## src/hdl/tsd_pkg.sv

```systemverilog
// ----------------------------------------------------------------------------
// tsd_pkg
// Shared types and constants of the TGA stream decoder.
// ----------------------------------------------------------------------------
package tsd_pkg;

	localparam int unsigned PADDR_W = 3;

	localparam logic [0:0] REG_RLE_TYPE_CODE = 1'b0;

	localparam logic [7:0] RLE_TYPE_CODE_RST = 8'd10;

	localparam logic [8:0] HDR_ID_LENGTH  = 9'd0;
	localparam logic [8:0] HDR_IMAGE_TYPE = 9'd2;
	localparam logic [8:0] HDR_WIDTH_LO   = 9'd12;
	localparam logic [8:0] HDR_WIDTH_HI   = 9'd13;
	localparam logic [8:0] HDR_HEIGHT_LO  = 9'd14;
	localparam logic [8:0] HDR_HEIGHT_HI  = 9'd15;
	localparam logic [8:0] HDR_DEPTH      = 9'd16;
	localparam logic [8:0] HDR_DESCRIPTOR = 9'd17;

	localparam logic [7:0] DEPTH_16 = 8'd16;
	localparam logic [7:0] DEPTH_24 = 8'd24;
	localparam logic [7:0] DEPTH_32 = 8'd32;

	localparam logic [2:0] CH_RGB  = 3'd3;
	localparam logic [2:0] CH_RGBA = 3'd4;

	localparam logic STATUS_PIXEL = 1'b0;
	localparam logic STATUS_ERROR = 1'b1;

	typedef enum logic [2:0] {
		PH_HEADER,
		PH_SKIP_ID,
		PH_RAW,
		PH_RLE_HEAD,
		PH_RLE_COLOR,
		PH_DONE
	} tsd_phase_t;

	typedef struct packed {
		logic [7:0]  red;
		logic [7:0]  green;
		logic [7:0]  blue;
		logic [7:0]  alpha;
		logic [7:0]  run_length;
		logic        last_pixel;
		logic [2:0]  channel_count;
		logic [15:0] image_width;
		logic [15:0] image_height;
		logic        status;
	} tsd_result_t;

endpackage

```

## src/hdl/tsd_cfg_regs.sv

```systemverilog
// ----------------------------------------------------------------------------
// tsd_cfg_regs
// APB register file holding the image type code that selects RLE decoding.
// ----------------------------------------------------------------------------
module tsd_cfg_regs (
	input  logic                       clk,
	input  logic                       arst_n,
	input  logic                       psel,
	input  logic                       penable,
	input  logic                       pwrite,
	input  logic [tsd_pkg::PADDR_W-1:0] paddr,
	input  logic [31:0]                pwdata,
	output logic [31:0]                prdata,
	output logic                       pready,
	output logic [7:0]                 rle_type_code
);

	logic       sel_rle_type;
	logic [7:0] rle_type_code_q;

	assign pready        = 1'b1;
	assign sel_rle_type  = (paddr[tsd_pkg::PADDR_W-1] == tsd_pkg::REG_RLE_TYPE_CODE);
	assign rle_type_code = rle_type_code_q;
	assign prdata        = sel_rle_type ? {24'd0, rle_type_code_q} : 32'd0;

	always_ff @(posedge clk or negedge arst_n) begin
		if (!arst_n) begin
			rle_type_code_q <= tsd_pkg::RLE_TYPE_CODE_RST;
		end else if (psel && penable && pwrite && sel_rle_type) begin
			rle_type_code_q <= pwdata[7:0];
		end
	end

endmodule

```

## src/hdl/tsd_core.sv

```systemverilog
// ----------------------------------------------------------------------------
// tsd_core
// Header parser and pixel decoder: parser state registers and the
// single-pass next-state and result logic for one byte.
// ----------------------------------------------------------------------------
module tsd_core (
	input  logic                 clk,
	input  logic                 arst_n,
	input  logic                 step,
	input  logic [7:0]           data_byte,
	input  logic                 first_byte,
	input  logic [7:0]           rle_type_code,
	output logic                 emit,
	output tsd_pkg::tsd_result_t result
);

	tsd_pkg::tsd_phase_t phase_q, phase_d;
	logic [8:0]  byte_counter_q, byte_counter_d;
	logic [7:0]  id_length_q, id_length_d;
	logic [7:0]  image_type_q, image_type_d;
	logic [15:0] width_q, width_d;
	logic [15:0] height_q, height_d;
	logic [7:0]  pixel_depth_q, pixel_depth_d;
	logic [31:0] pixels_left_q, pixels_left_d;
	logic [7:0]  packet_left_q, packet_left_d;
	logic        packet_is_run_q, packet_is_run_d;
	logic [31:0] color_bytes_q, color_bytes_d;

	tsd_pkg::tsd_phase_t ph;
	logic [8:0]  bc;
	logic [31:0] pl;
	logic [7:0]  pkl;
	logic        is_run;
	logic [31:0] cb;
	logic [2:0]  nb;
	logic [31:0] cb_acc;
	logic [8:0]  bc_inc;
	logic        pixel_done;
	logic [31:0] area;
	logic        area_zero;
	logic        is_rle;
	logic        depth_ok;
	logic [7:0]  run;
	logic [31:0] pl_after;
	logic [7:0]  count;
	logic [7:0]  pix_r, pix_g, pix_b, pix_a;
	logic [2:0]  pix_ch;

	always_ff @(posedge clk or negedge arst_n) begin
		if (!arst_n) begin
			phase_q         <= tsd_pkg::PH_HEADER;
			byte_counter_q  <= '0;
			id_length_q     <= '0;
			image_type_q    <= '0;
			width_q         <= '0;
			height_q        <= '0;
			pixel_depth_q   <= '0;
			pixels_left_q   <= '0;
			packet_left_q   <= '0;
			packet_is_run_q <= 1'b0;
			color_bytes_q   <= '0;
		end else if (step) begin
			phase_q         <= phase_d;
			byte_counter_q  <= byte_counter_d;
			id_length_q     <= id_length_d;
			image_type_q    <= image_type_d;
			width_q         <= width_d;
			height_q        <= height_d;
			pixel_depth_q   <= pixel_depth_d;
			pixels_left_q   <= pixels_left_d;
			packet_left_q   <= packet_left_d;
			packet_is_run_q <= packet_is_run_d;
			color_bytes_q   <= color_bytes_d;
		end
	end

	always_comb begin
		ph     = first_byte ? tsd_pkg::PH_HEADER : phase_q;
		bc     = first_byte ? 9'd0 : byte_counter_q;
		pl     = first_byte ? 32'd0 : pixels_left_q;
		pkl    = first_byte ? 8'd0 : packet_left_q;
		is_run = first_byte ? 1'b0 : packet_is_run_q;
		cb     = first_byte ? 32'd0 : color_bytes_q;

		if (pixel_depth_q == tsd_pkg::DEPTH_32) begin
			nb = 3'd4;
		end else if (pixel_depth_q == tsd_pkg::DEPTH_16) begin
			nb = 3'd2;
		end else begin
			nb = 3'd3;
		end

		case (bc[1:0])
			2'd0:    cb_acc = cb | {24'd0, data_byte};
			2'd1:    cb_acc = cb | {16'd0, data_byte, 8'd0};
			2'd2:    cb_acc = cb | {8'd0, data_byte, 16'd0};
			default: cb_acc = cb | {data_byte, 24'd0};
		endcase
		bc_inc     = bc + 9'd1;
		pixel_done = (bc_inc >= {6'd0, nb});

		if (pixel_depth_q == tsd_pkg::DEPTH_16) begin
			pix_b  = {cb_acc[4:0], 3'b000};
			pix_g  = {cb_acc[9:5], 3'b000};
			pix_r  = {cb_acc[14:10], 3'b000};
			pix_a  = 8'd0;
			pix_ch = tsd_pkg::CH_RGB;
		end else begin
			pix_b  = cb_acc[7:0];
			pix_g  = cb_acc[15:8];
			pix_r  = cb_acc[23:16];
			pix_a  = (pixel_depth_q == tsd_pkg::DEPTH_32) ? cb_acc[31:24] : 8'd0;
			pix_ch = (pixel_depth_q == tsd_pkg::DEPTH_32) ? tsd_pkg::CH_RGBA : tsd_pkg::CH_RGB;
		end

		run      = (ph == tsd_pkg::PH_RLE_COLOR && is_run) ? pkl : 8'd1;
		pl_after = pl - {24'd0, run};

		area      = {16'd0, width_q} * {16'd0, height_q};
		area_zero = (width_q == 16'd0) || (height_q == 16'd0);
		is_rle    = (image_type_q == rle_type_code);
		if (is_rle) begin
			depth_ok = (data_byte == tsd_pkg::DEPTH_24) || (data_byte == tsd_pkg::DEPTH_32);
		end else begin
			depth_ok = (data_byte == tsd_pkg::DEPTH_16) || (data_byte == tsd_pkg::DEPTH_24) ||
				(data_byte == tsd_pkg::DEPTH_32);
		end

		count = {1'b0, data_byte[6:0]} + 8'd1;
		if ({24'd0, count} > pl) begin
			count = pl[7:0];
		end

		phase_d         = ph;
		byte_counter_d  = bc;
		id_length_d     = id_length_q;
		image_type_d    = image_type_q;
		width_d         = width_q;
		height_d        = height_q;
		pixel_depth_d   = pixel_depth_q;
		pixels_left_d   = pl;
		packet_left_d   = pkl;
		packet_is_run_d = is_run;
		color_bytes_d   = cb;

		emit                 = 1'b0;
		result.red           = pix_r;
		result.green         = pix_g;
		result.blue          = pix_b;
		result.alpha         = pix_a;
		result.run_length    = run;
		result.last_pixel    = (pl_after == 32'd0);
		result.channel_count = pix_ch;
		result.image_width   = width_q;
		result.image_height  = height_q;
		result.status        = tsd_pkg::STATUS_PIXEL;

		case (ph)
			tsd_pkg::PH_HEADER: begin
				byte_counter_d = bc_inc;
				if (bc == tsd_pkg::HDR_ID_LENGTH) begin
					id_length_d = data_byte;
				end else if (bc == tsd_pkg::HDR_IMAGE_TYPE) begin
					image_type_d = data_byte;
				end else if (bc == tsd_pkg::HDR_WIDTH_LO) begin
					width_d = {width_q[15:8], data_byte};
				end else if (bc == tsd_pkg::HDR_WIDTH_HI) begin
					width_d = {data_byte, width_q[7:0]};
				end else if (bc == tsd_pkg::HDR_HEIGHT_LO) begin
					height_d = {height_q[15:8], data_byte};
				end else if (bc == tsd_pkg::HDR_HEIGHT_HI) begin
					height_d = {data_byte, height_q[7:0]};
				end else if (bc == tsd_pkg::HDR_DEPTH) begin
					pixel_depth_d = data_byte;
					if (!depth_ok) begin
						phase_d              = tsd_pkg::PH_DONE;
						byte_counter_d       = 9'd0;
						emit                 = 1'b1;
						result.red           = 8'd0;
						result.green         = 8'd0;
						result.blue          = 8'd0;
						result.alpha         = 8'd0;
						result.run_length    = 8'd0;
						result.last_pixel    = 1'b0;
						result.channel_count = 3'd0;
						result.status        = tsd_pkg::STATUS_ERROR;
					end
				end else if (bc >= tsd_pkg::HDR_DESCRIPTOR) begin
					byte_counter_d = 9'd0;
					if (id_length_q != 8'd0) begin
						phase_d = tsd_pkg::PH_SKIP_ID;
					end else begin
						pixels_left_d   = area;
						color_bytes_d   = 32'd0;
						packet_left_d   = 8'd0;
						packet_is_run_d = 1'b0;
						if (area_zero) begin
							phase_d = tsd_pkg::PH_DONE;
						end else if (is_rle) begin
							phase_d = tsd_pkg::PH_RLE_HEAD;
						end else begin
							phase_d = tsd_pkg::PH_RAW;
						end
					end
				end
			end
			tsd_pkg::PH_SKIP_ID: begin
				byte_counter_d = bc_inc;
				if (bc_inc >= {1'b0, id_length_q}) begin
					byte_counter_d  = 9'd0;
					pixels_left_d   = area;
					color_bytes_d   = 32'd0;
					packet_left_d   = 8'd0;
					packet_is_run_d = 1'b0;
					if (area_zero) begin
						phase_d = tsd_pkg::PH_DONE;
					end else if (is_rle) begin
						phase_d = tsd_pkg::PH_RLE_HEAD;
					end else begin
						phase_d = tsd_pkg::PH_RAW;
					end
				end
			end
			tsd_pkg::PH_RAW: begin
				color_bytes_d  = cb_acc;
				byte_counter_d = bc_inc;
				if (pixel_done) begin
					emit           = 1'b1;
					byte_counter_d = 9'd0;
					color_bytes_d  = 32'd0;
					pixels_left_d  = pl_after;
					if (pl_after == 32'd0) begin
						phase_d = tsd_pkg::PH_DONE;
					end
				end
			end
			tsd_pkg::PH_RLE_HEAD: begin
				packet_is_run_d = data_byte[7];
				packet_left_d   = count;
				byte_counter_d  = 9'd0;
				color_bytes_d   = 32'd0;
				phase_d = (count == 8'd0) ? tsd_pkg::PH_DONE : tsd_pkg::PH_RLE_COLOR;
			end
			tsd_pkg::PH_RLE_COLOR: begin
				color_bytes_d  = cb_acc;
				byte_counter_d = bc_inc;
				if (pixel_done) begin
					emit           = 1'b1;
					byte_counter_d = 9'd0;
					color_bytes_d  = 32'd0;
					pixels_left_d  = pl_after;
					packet_left_d  = pkl - run;
					if (pl_after == 32'd0) begin
						packet_left_d = 8'd0;
						phase_d       = tsd_pkg::PH_DONE;
					end else if (pkl == run) begin
						phase_d = tsd_pkg::PH_RLE_HEAD;
					end
				end
			end
			default: begin
				phase_d = ph;
			end
		endcase
	end

endmodule

```

## src/hdl/tga_stream_decoder.sv

```systemverilog
// ----------------------------------------------------------------------------
// tga_stream_decoder
// TGA byte-stream decoder: header parse, uncompressed and RLE pixel decode.
//
//   Port group   Direction  Protocol       Payload
//   cfg (APB)    in/out     psel/penable   rle_type_code at address 0
//   in           in         valid/ready    data_byte, first_byte
//   out          out        valid/ready    pixel color, run, size, status
//
// Each byte passes through the input register and, when it completes a pixel
// or an error, the result register, so a transaction can be accepted every
// cycle while the output is not stalled.
// A stalled output holds the result register and the input register; the
// input stays ready while the input register is empty.
// Reset clears the parser to the start of a header and the type code to 10.
// ----------------------------------------------------------------------------
module tga_stream_decoder (
	input  logic                        clk,
	input  logic                        arst_n,
	input  logic                        psel,
	input  logic                        penable,
	input  logic                        pwrite,
	input  logic [tsd_pkg::PADDR_W-1:0] paddr,
	input  logic [31:0]                 pwdata,
	output logic [31:0]                 prdata,
	output logic                        pready,
	input  logic                        in_valid,
	output logic                        in_ready,
	input  logic [7:0]                  data_byte,
	input  logic                        first_byte,
	output logic                        out_valid,
	input  logic                        out_ready,
	output logic [7:0]                  red,
	output logic [7:0]                  green,
	output logic [7:0]                  blue,
	output logic [7:0]                  alpha,
	output logic [7:0]                  run_length,
	output logic                        last_pixel,
	output logic [2:0]                  channel_count,
	output logic [15:0]                 image_width,
	output logic [15:0]                 image_height,
	output logic                        status
);

	logic                 valid_s1;
	logic [7:0]           data_s1;
	logic                 first_s1;
	logic                 valid_s2;
	tsd_pkg::tsd_result_t result_s2;
	tsd_pkg::tsd_result_t core_result;
	logic                 core_emit;
	logic [7:0]           rle_type_code;
	logic                 advance;
	logic                 step;
	logic                 in_fire;

	tsd_cfg_regs u_cfg (
		.clk           (clk),
		.arst_n        (arst_n),
		.psel          (psel),
		.penable       (penable),
		.pwrite        (pwrite),
		.paddr         (paddr),
		.pwdata        (pwdata),
		.prdata        (prdata),
		.pready        (pready),
		.rle_type_code (rle_type_code)
	);

	tsd_core u_core (
		.clk           (clk),
		.arst_n        (arst_n),
		.step          (step),
		.data_byte     (data_s1),
		.first_byte    (first_s1),
		.rle_type_code (rle_type_code),
		.emit          (core_emit),
		.result        (core_result)
	);

	assign advance  = !valid_s2 || out_ready;
	assign step     = valid_s1 && advance;
	assign in_ready = !valid_s1 || advance;
	assign in_fire  = in_valid && in_ready;

	always_ff @(posedge clk or negedge arst_n) begin
		if (!arst_n) begin
			valid_s1 <= 1'b0;
		end else if (in_fire) begin
			valid_s1 <= 1'b1;
		end else if (step) begin
			valid_s1 <= 1'b0;
		end
	end

	always_ff @(posedge clk) begin
		if (in_fire) begin
			data_s1  <= data_byte;
			first_s1 <= first_byte;
		end
	end

	always_ff @(posedge clk or negedge arst_n) begin
		if (!arst_n) begin
			valid_s2 <= 1'b0;
		end else if (advance) begin
			valid_s2 <= step && core_emit;
		end
	end

	always_ff @(posedge clk) begin
		if (step && core_emit) begin
			result_s2 <= core_result;
		end
	end

	assign out_valid     = valid_s2;
	assign red           = result_s2.red;
	assign green         = result_s2.green;
	assign blue          = result_s2.blue;
	assign alpha         = result_s2.alpha;
	assign run_length    = result_s2.run_length;
	assign last_pixel    = result_s2.last_pixel;
	assign channel_count = result_s2.channel_count;
	assign image_width   = result_s2.image_width;
	assign image_height  = result_s2.image_height;
	assign status        = result_s2.status;

endmodule

```

## config.mk

```make
export PLATFORM = sky130hd
export DESIGN_NAME = tga_stream_decoder
export DESIGN_NICKNAME = d
export VERILOG_FILES = /design/src/hdl/tsd_pkg.sv /design/src/hdl/tsd_cfg_regs.sv /design/src/hdl/tsd_core.sv /design/src/hdl/tga_stream_decoder.sv
export SDC_FILE = /design/constraint.sdc
export NUM_CORES = 1
export LEC_CHECK = 0
export BUFFER_PORTS_ARGS = -buffer_cell sky130_fd_sc_hd__buf_4
export CORE_MARGIN = 5
export CORE_UTILIZATION = 50
export CTS_CLUSTER_SIZE = 14
export DETAILED_ROUTE_END_ITERATION = 7
export PLACE_DENSITY_LB_ADDON = 0.25
export SLEW_MARGIN = 20
export SYNTH_ARGS = -nofsm -noshare
export SYNTH_HDL_FRONTEND = slang
export SYNTH_HIERARCHICAL = 1
export SYNTH_SLANG_ARGS = --single-unit
```

## constraint.sdc

```tcl
create_clock -name clk -period 8.46 [get_ports clk]
set_input_delay 1.692 -clock clk [delete_from_list [all_inputs] [get_ports clk]]
set_output_delay 1.692 -clock clk [all_outputs]
set_load 0.1 [all_outputs]
```

# Word-level counts from Yosys, hierarchy flattened
# Index checks and enable logic that the tools add are counted.
# op_classes
n_mul	1
n_eq_ne	19
magnitude_cmp	4
n_bitwise	11
n_addsub	4
muxes	123
n_reduce_logical	32
# ops
op	count
2-to-1 mux 32 bit	24
2-to-1 mux 44 bit	9
one-hot mux 32 bit (3 select lines)	2
2-to-1 mux 8 bit	23
one-hot mux 32 bit (4 select lines)	1
2-to-1 mux 9 bit	12
2-to-1 mux 3 bit	21
== test 9 x 4 -> 1 bit, second input constant	4
one-hot mux 9 bit (4 select lines)	1
> comparator 8 x 32 -> 1 bit	1
logical NOT 16 bit	2
logical NOT 32 bit	1
multiplier 16 x 16 -> 32 bit	1
bitwise OR 32 x 16 -> 32 bit	1
bitwise OR 32 x 24 -> 32 bit	1
bitwise OR 32 bit	1
bitwise OR 32 x 8 -> 32 bit	1
one-hot mux 8 bit (4 select lines)	1
subtractor 32 x 8 -> 32 bit	1
2-to-1 mux 1 bit	26
== test 8 x 5 -> 1 bit, second input constant	3
== test 8 x 6 -> 1 bit, second input constant	2
== test 8 bit	2
one-hot mux 3 bit (5 select lines)	1
33 further kinds	52
# word_totals
in_bits	51
elab_cells	222
ff_bits	237

# Depth between registers and ports, before layout
# depth
ltp_word	15
depth_mapped	27
depth_no_buf	22

# Modules after synthesis
# Netlist, hierarchy kept.
# modules_own_cells
mod	instances	cells_each	area_each_um2	seq_area_each_um2
tsd_core	1	2217	18700.4	3528.4
tga_stream_decoder	1	96	2693.8	2632.5
tsd_cfg_regs	1	52	581.8	202.7

# Least setup slack after synthesis
# OpenSTA, ideal clock, no wires.
# synth_path
path_kind	register -> register
startpoint	register first_s1
endpoint	register result_s2, in the netlist alpha[0] (enable)
stages_incl_launch_ff	23
period_less_slack_ns	7.958
path_slack_ns	0.502
required_time_ns	7.938
arrival_ns	7.436
setup_time_ns	0.522
path_cell_list	edfxtp_1 buf_2 inv_1 buf_2 buf_2 clkbuf_1 clkbuf_1 buf_1 nand2_1 inv_1 ha_1 clkbuf_1 clkbuf_1 xnor2_1 ha_1 a2111oi_0 and3_1 buf_2 or2b_1 clkbuf_1 nand2b_1 nand2_1 nor2b_1
# synth_between
elab_chain_len	11
# synth_rtl
element	line_no	text
start: declaration	tga_stream_decoder.sv:47	logic first_s1;
start signal: assignment	tga_stream_decoder.sv:99	first_s1 <= first_byte;
parallel branches: the longest is 9 deep, another holds adder 9 x 1 -> 9 bit	-	
one-hot mux 1 bit (2 select lines) *	tsd_core.sv:158	case (ph)
named net core_emit	tga_stream_decoder.sv:51	logic core_emit;
logical AND 1 bit *	tga_stream_decoder.sv:112	if (step && core_emit) begin
end signal: assignment	tga_stream_decoder.sv:113	result_s2 <= core_result;
end: declaration	tga_stream_decoder.sv:49	tsd_pkg::tsd_result_t result_s2;
# Mark *: on every way through the listed nets, which the timed path passes.
# A chain may end at the register's enable or synchronous reset.

# Worst setup path after layout
# layout_path
startpoint	register u_core.width_q[5]
endpoint	register u_core.pixels_left_q[27]
# layout_between
elab_chain_len	11
# layout_rtl
element	line_no	text
start: declaration	tsd_core.sv:21	logic [15:0] width_q, width_d;
start signal: assignment	tsd_core.sv:67	width_q <= width_d;
multiplier 16 x 16 -> 32 bit *	tsd_core.sv:119	area = {16'd0, width_q} * {16'd0, height_q};
2-to-1 mux 32 bit	tsd_core.sv:190	if (id_length_q != 8'd0) begin
2-to-1 mux 32 bit	tsd_core.sv:188	end else if (bc >= tsd_pkg::HDR_DESCRIPTOR) begin
2-to-1 mux 32 bit	tsd_core.sv:173	end else if (bc == tsd_pkg::HDR_DEPTH) begin
2-to-1 mux 32 bit	tsd_core.sv:171	end else if (bc == tsd_pkg::HDR_HEIGHT_HI) begin
2-to-1 mux 32 bit	tsd_core.sv:169	end else if (bc == tsd_pkg::HDR_HEIGHT_LO) begin
2-to-1 mux 32 bit	tsd_core.sv:167	end else if (bc == tsd_pkg::HDR_WIDTH_HI) begin
2-to-1 mux 32 bit	tsd_core.sv:165	end else if (bc == tsd_pkg::HDR_WIDTH_LO) begin
2-to-1 mux 32 bit	tsd_core.sv:163	end else if (bc == tsd_pkg::HDR_IMAGE_TYPE) begin
2-to-1 mux 32 bit	tsd_core.sv:161	if (bc == tsd_pkg::HDR_ID_LENGTH) begin
one-hot mux 32 bit (3 select lines) *	tsd_core.sv:158	
end signal: assignment	tsd_core.sv:70	pixels_left_q <= pixels_left_d;
end: declaration	tsd_core.sv:24	logic [31:0] pixels_left_q, pixels_left_d;
# Every way passes the cells marked *; elsewhere a longest branch is shown, timed or not.

==> impl_results.md <==
- Outcome: finished, final reports clean
- CP Launch Point: u_core/width_q[5]
- Ys flop type: dfrtp_1
- WS Path Type: reg2reg
- Pin count of the biggest net entering global routing: 80
- Clk sink count: 237
- Placed insts: about 3.0k
- CTS resizes: 0
- H-Tree Level Count: 1
- Clk Latency, worst-skew pair: 0.55 ns
- Pwr Density: 264 nW/um^2
- Vias in the first global route: 17.8k
- Max cap viols: 0
- Crit path DAT: 7.47 ns
- Flops & latches, synth: 237
- Fin Setup TNS: 0 ns
- Max-slew violations: 0
- Postcts setup bufs: 0
- Worst-path clk slew: 0.06 ns
- Worst reg-to-reg setup slack: 1.42 ns
- Row cnt: 76
- Worst EP required: 8.89 ns
- Port bufs: approximately 110
- Routed length per instance: about 21 um
- Final net count: approximately 2.8k
- Hold_buf cts: 0
- Inserted Diodes: 0
- DIE AREA: approximately 48,000 um^2
- Crit end category: flop
- Period utilization: 83.2%
- Final Wtd Congestion: approximately 0.93
- DIE HEIGHT: between 200 and 250 um
- Routed Antenna Nets: 0
- HPWL after detailed placement: approximately 46 mm
- Residual DRC: 0
- Hold path cells: 2
- Tightest Pin Transition: 1.00 ns
- FF-to-FF path depth: 22
- Drt first pass iters: 5
- First-pass GRT wire length: approximately 98 mm
- Core area: 43,300 um^2
- Worst flop-to-flop path startpoint: u_core/width_q[5]
- DRT iter0 DRCs: about 1.5k
- Post-layout min period: approximately 7.0 ns
- Vias per cell: between 5 and 6
- Synth-to-layout area growth: 9.67%
- Synth unique cells: 101
- Reg-to-Reg End: u_core/pixels_left_q[27]
- Initial antenna violation count: 1
- Fmax: ~140 MHz
- Hold Violations, Final: 0
- Post-synthesis average cell area: 9.29 um^2
- Syn Std Cell Area: 22,000 um^2
- Mapped Cells: 2,365
- Synth warnings: 6
- Die width: 220 um
- Clk buf depth: 3
- Post-synthesis sequential area ratio: 29.0%
- Asr flop ratio synth: 63.7%
- Lkg Pwr: 11.2 nW
- Share of layout cells above drive strength 1: 11.9%
- Finished Layout Cells: 3,009
- Worst-path fanout max: 19
- CTS tree: done
- Routed wire length: 62.5 mm
- Hold Crit Start: u_core/pixels_left_q[7]
- Global Route Usage Sum: 25.5%
- RSZ-0062 raised after global routing: false
- Final setup viols: 0
- CP startpoint kind: flop
- Initial core utilization: 50.8%
- Filler Cells Inserted: 3,888
- CTS Buf Count: 26
- Slew margin rel.: 32.9%
- Hold Path End: u_core/pixels_left_q[7]
- Global route total overflow: 0
- Via Count: 17.8k
- # IOs: roughly 160
- Post-synth EDFFs: 86
- Worst min path class: reg2reg
- Worst VDD drop: 0.278 mV
- Root buf cell: clkbuf_16
- Clk_skew: 0.0145 ns
through the flow:
stage / setup slack, ns / utilization [%] / power (mW) / instance area, um^2 / hold slack (ns)
after floorplan: 0.502 / - / 4.24 / 22100 / 0.423
after global placement: 1.57 / 53.6 / 5.07 / 23200 / 0.460
after detailed placement: 1.49 / 53.6 / 5.13 / 23200 / 0.468
after CTS: 1.46 / 55.7 / 6.33 / 24100 / 0.491
after global routing: 1.09 / 55.7 / 6.70 / 24100 / 0.516
final: 1.42 / 55.7 / 6.36 / 24100 / 0.490
where the power goes:
| group | leakage (nW) | switching, mW | total, mW | internal [mW] |
|---|---|---|---|---|
| Sequential | 2.82 | 0.389 | 1.91 | 1.52 |
| Clock | 0.430 | 0.470 | 1.17 | 0.705 |
| Combinational | 7.93 | 2.27 | 3.28 | 1.01 |
synth_stat cells (21+ instances only):
cell      instances  share of area (%)
clkbuf_1        109                1.9
buf_4            26               0.89
fa_1            195                 18
nand3_1          32               0.73
inv_1           276                4.7
nor4_1           37                1.1
mux2i_1          21               0.96
o21ai_0          88                2.0
nor2_1          167                2.9
nor3_1           46                1.0
a22o_1           37                1.5
and2_1          133                3.8
dfrtp_1         149                 17
mux2_2           52                2.7
nor2b_1          27               0.77
nand2_1         255                4.4
a22oi_1          40                1.4
a21oi_1          84                1.9
edfxtp_1         86                 12
xnor2_1          34                1.4
ha_1            138                7.9
worst max-delay path: stages (launching register included):
cell and delay, ns:
dfrtp_1 0.94, nand2_1 0.17, fa_1 0.53, inv_1 0.05, fa_1 0.50, inv_1 0.05, fa_1 0.53, inv_1 0.06
fa_1 0.48, fa_1 0.50, inv_1 0.05, fa_1 0.50, inv_1 0.05, ha_1 0.33, inv_1 0.12, nor2_1 0.08
a21o_1 0.19, a221oi_1 0.52, o31a_1 0.27, o21bai_1 0.11, a2111oi_0 0.42, a2111oi_0 0.14, a221o_1 0.31
how the worst max path moves through the flow:
stage / end / cells after the start
6_report: u_core/pixels_left_q[27] / 22
5_1_grt: u_core/pixels_left_q[27] / 21
4_1_cts: u_core/pixels_left_q[27] / 22
3_5_place_dp: u_core/pixels_left_q[27] / 22
3_3_place_gp: u_core/pixels_left_q[27] / 22
2_1_floorplan: alpha[0] / 22
final cells by class:
| cell class | count | area (um^2) | area share, % |
|---|---|---|---|
| Clock buffer | 39 | 751 | 3.11 |
| Clock inverter | 9 | 128 | 0.530 |
| Inverter | 278 | 1040 | 4.33 |
| Multi-Input combinational cell | 1710 | 13900 | 57.8 |
| Sequential cell | 237 | 6360 | 26.4 |
| Tap cell | 585 | 732 | 3.04 |
| Timing Repair Buffer | 151 | 1140 | 4.73 |
metal layers:
metal	part of all wire [%]	wire, um	GRT usage (%)	up-vias
met2	47	29100	41.0	714
met1	43	26900	36.0	8880
met5	0.024	15	0	-
li1	-	-	-	8049
met4	3.2	1980	7.36	2
met3	7.2	4480	4.29	117
state kept, by name, indices dropped and copies added (netlist names), 9 cells and up:
register,count
u_core/height_q,16
u_core/pixels_left_q,32
image_height,16
image_width,16
u_core/color_bytes_q,32
u_core/byte_counter_q,9
u_core/width_q,16
placed cells by master, fill, tap and decap left out, types with 8 or more instances in the layout:
cell type / n
inv_1: 275
nand2_1: 255
fa_1: 195
nor2_1: 167
buf_4: 149
dfrtp_1: 149
ha_1: 138
and2_1: 133
o21ai_0: 88
edfxtp_1: 86
a21oi_1: 84
mux2_2: 52
nor3_1: 45
a22oi_1: 40
a22o_1: 37
nor4_1: 36
xnor2_1: 34
nand3_1: 32
clkbuf_16: 27
nor2b_1: 26
conb_1: 25
mux2i_1: 21
nand4_1: 20
a21o_1: 17
xor2_1: 16
nand2b_1: 12
and3_1: 12
a31oi_1: 12
o22ai_1: 12
o21a_1: 11
o31ai_1: 11
or3_1: 10
clkbuf_1: 9
o211ai_1: 9
o21bai_1: 9
and2b_2: 8
a211oi_1: 8
logic make-up after synthesis:
kind of cell	count (synthesis)	synth area share [%]
and+or+nand+nor	812	18.7
adders and majority gates	333	25.6
AOI/OAI and AO/OA	417	13.0
xor gates and xnor gates	50	1.99
other	2	0.0342
muxes	73	3.62
DFF	237	29.0
buffers and inverters	441	8.12
(Power assumes the default switching activity.)
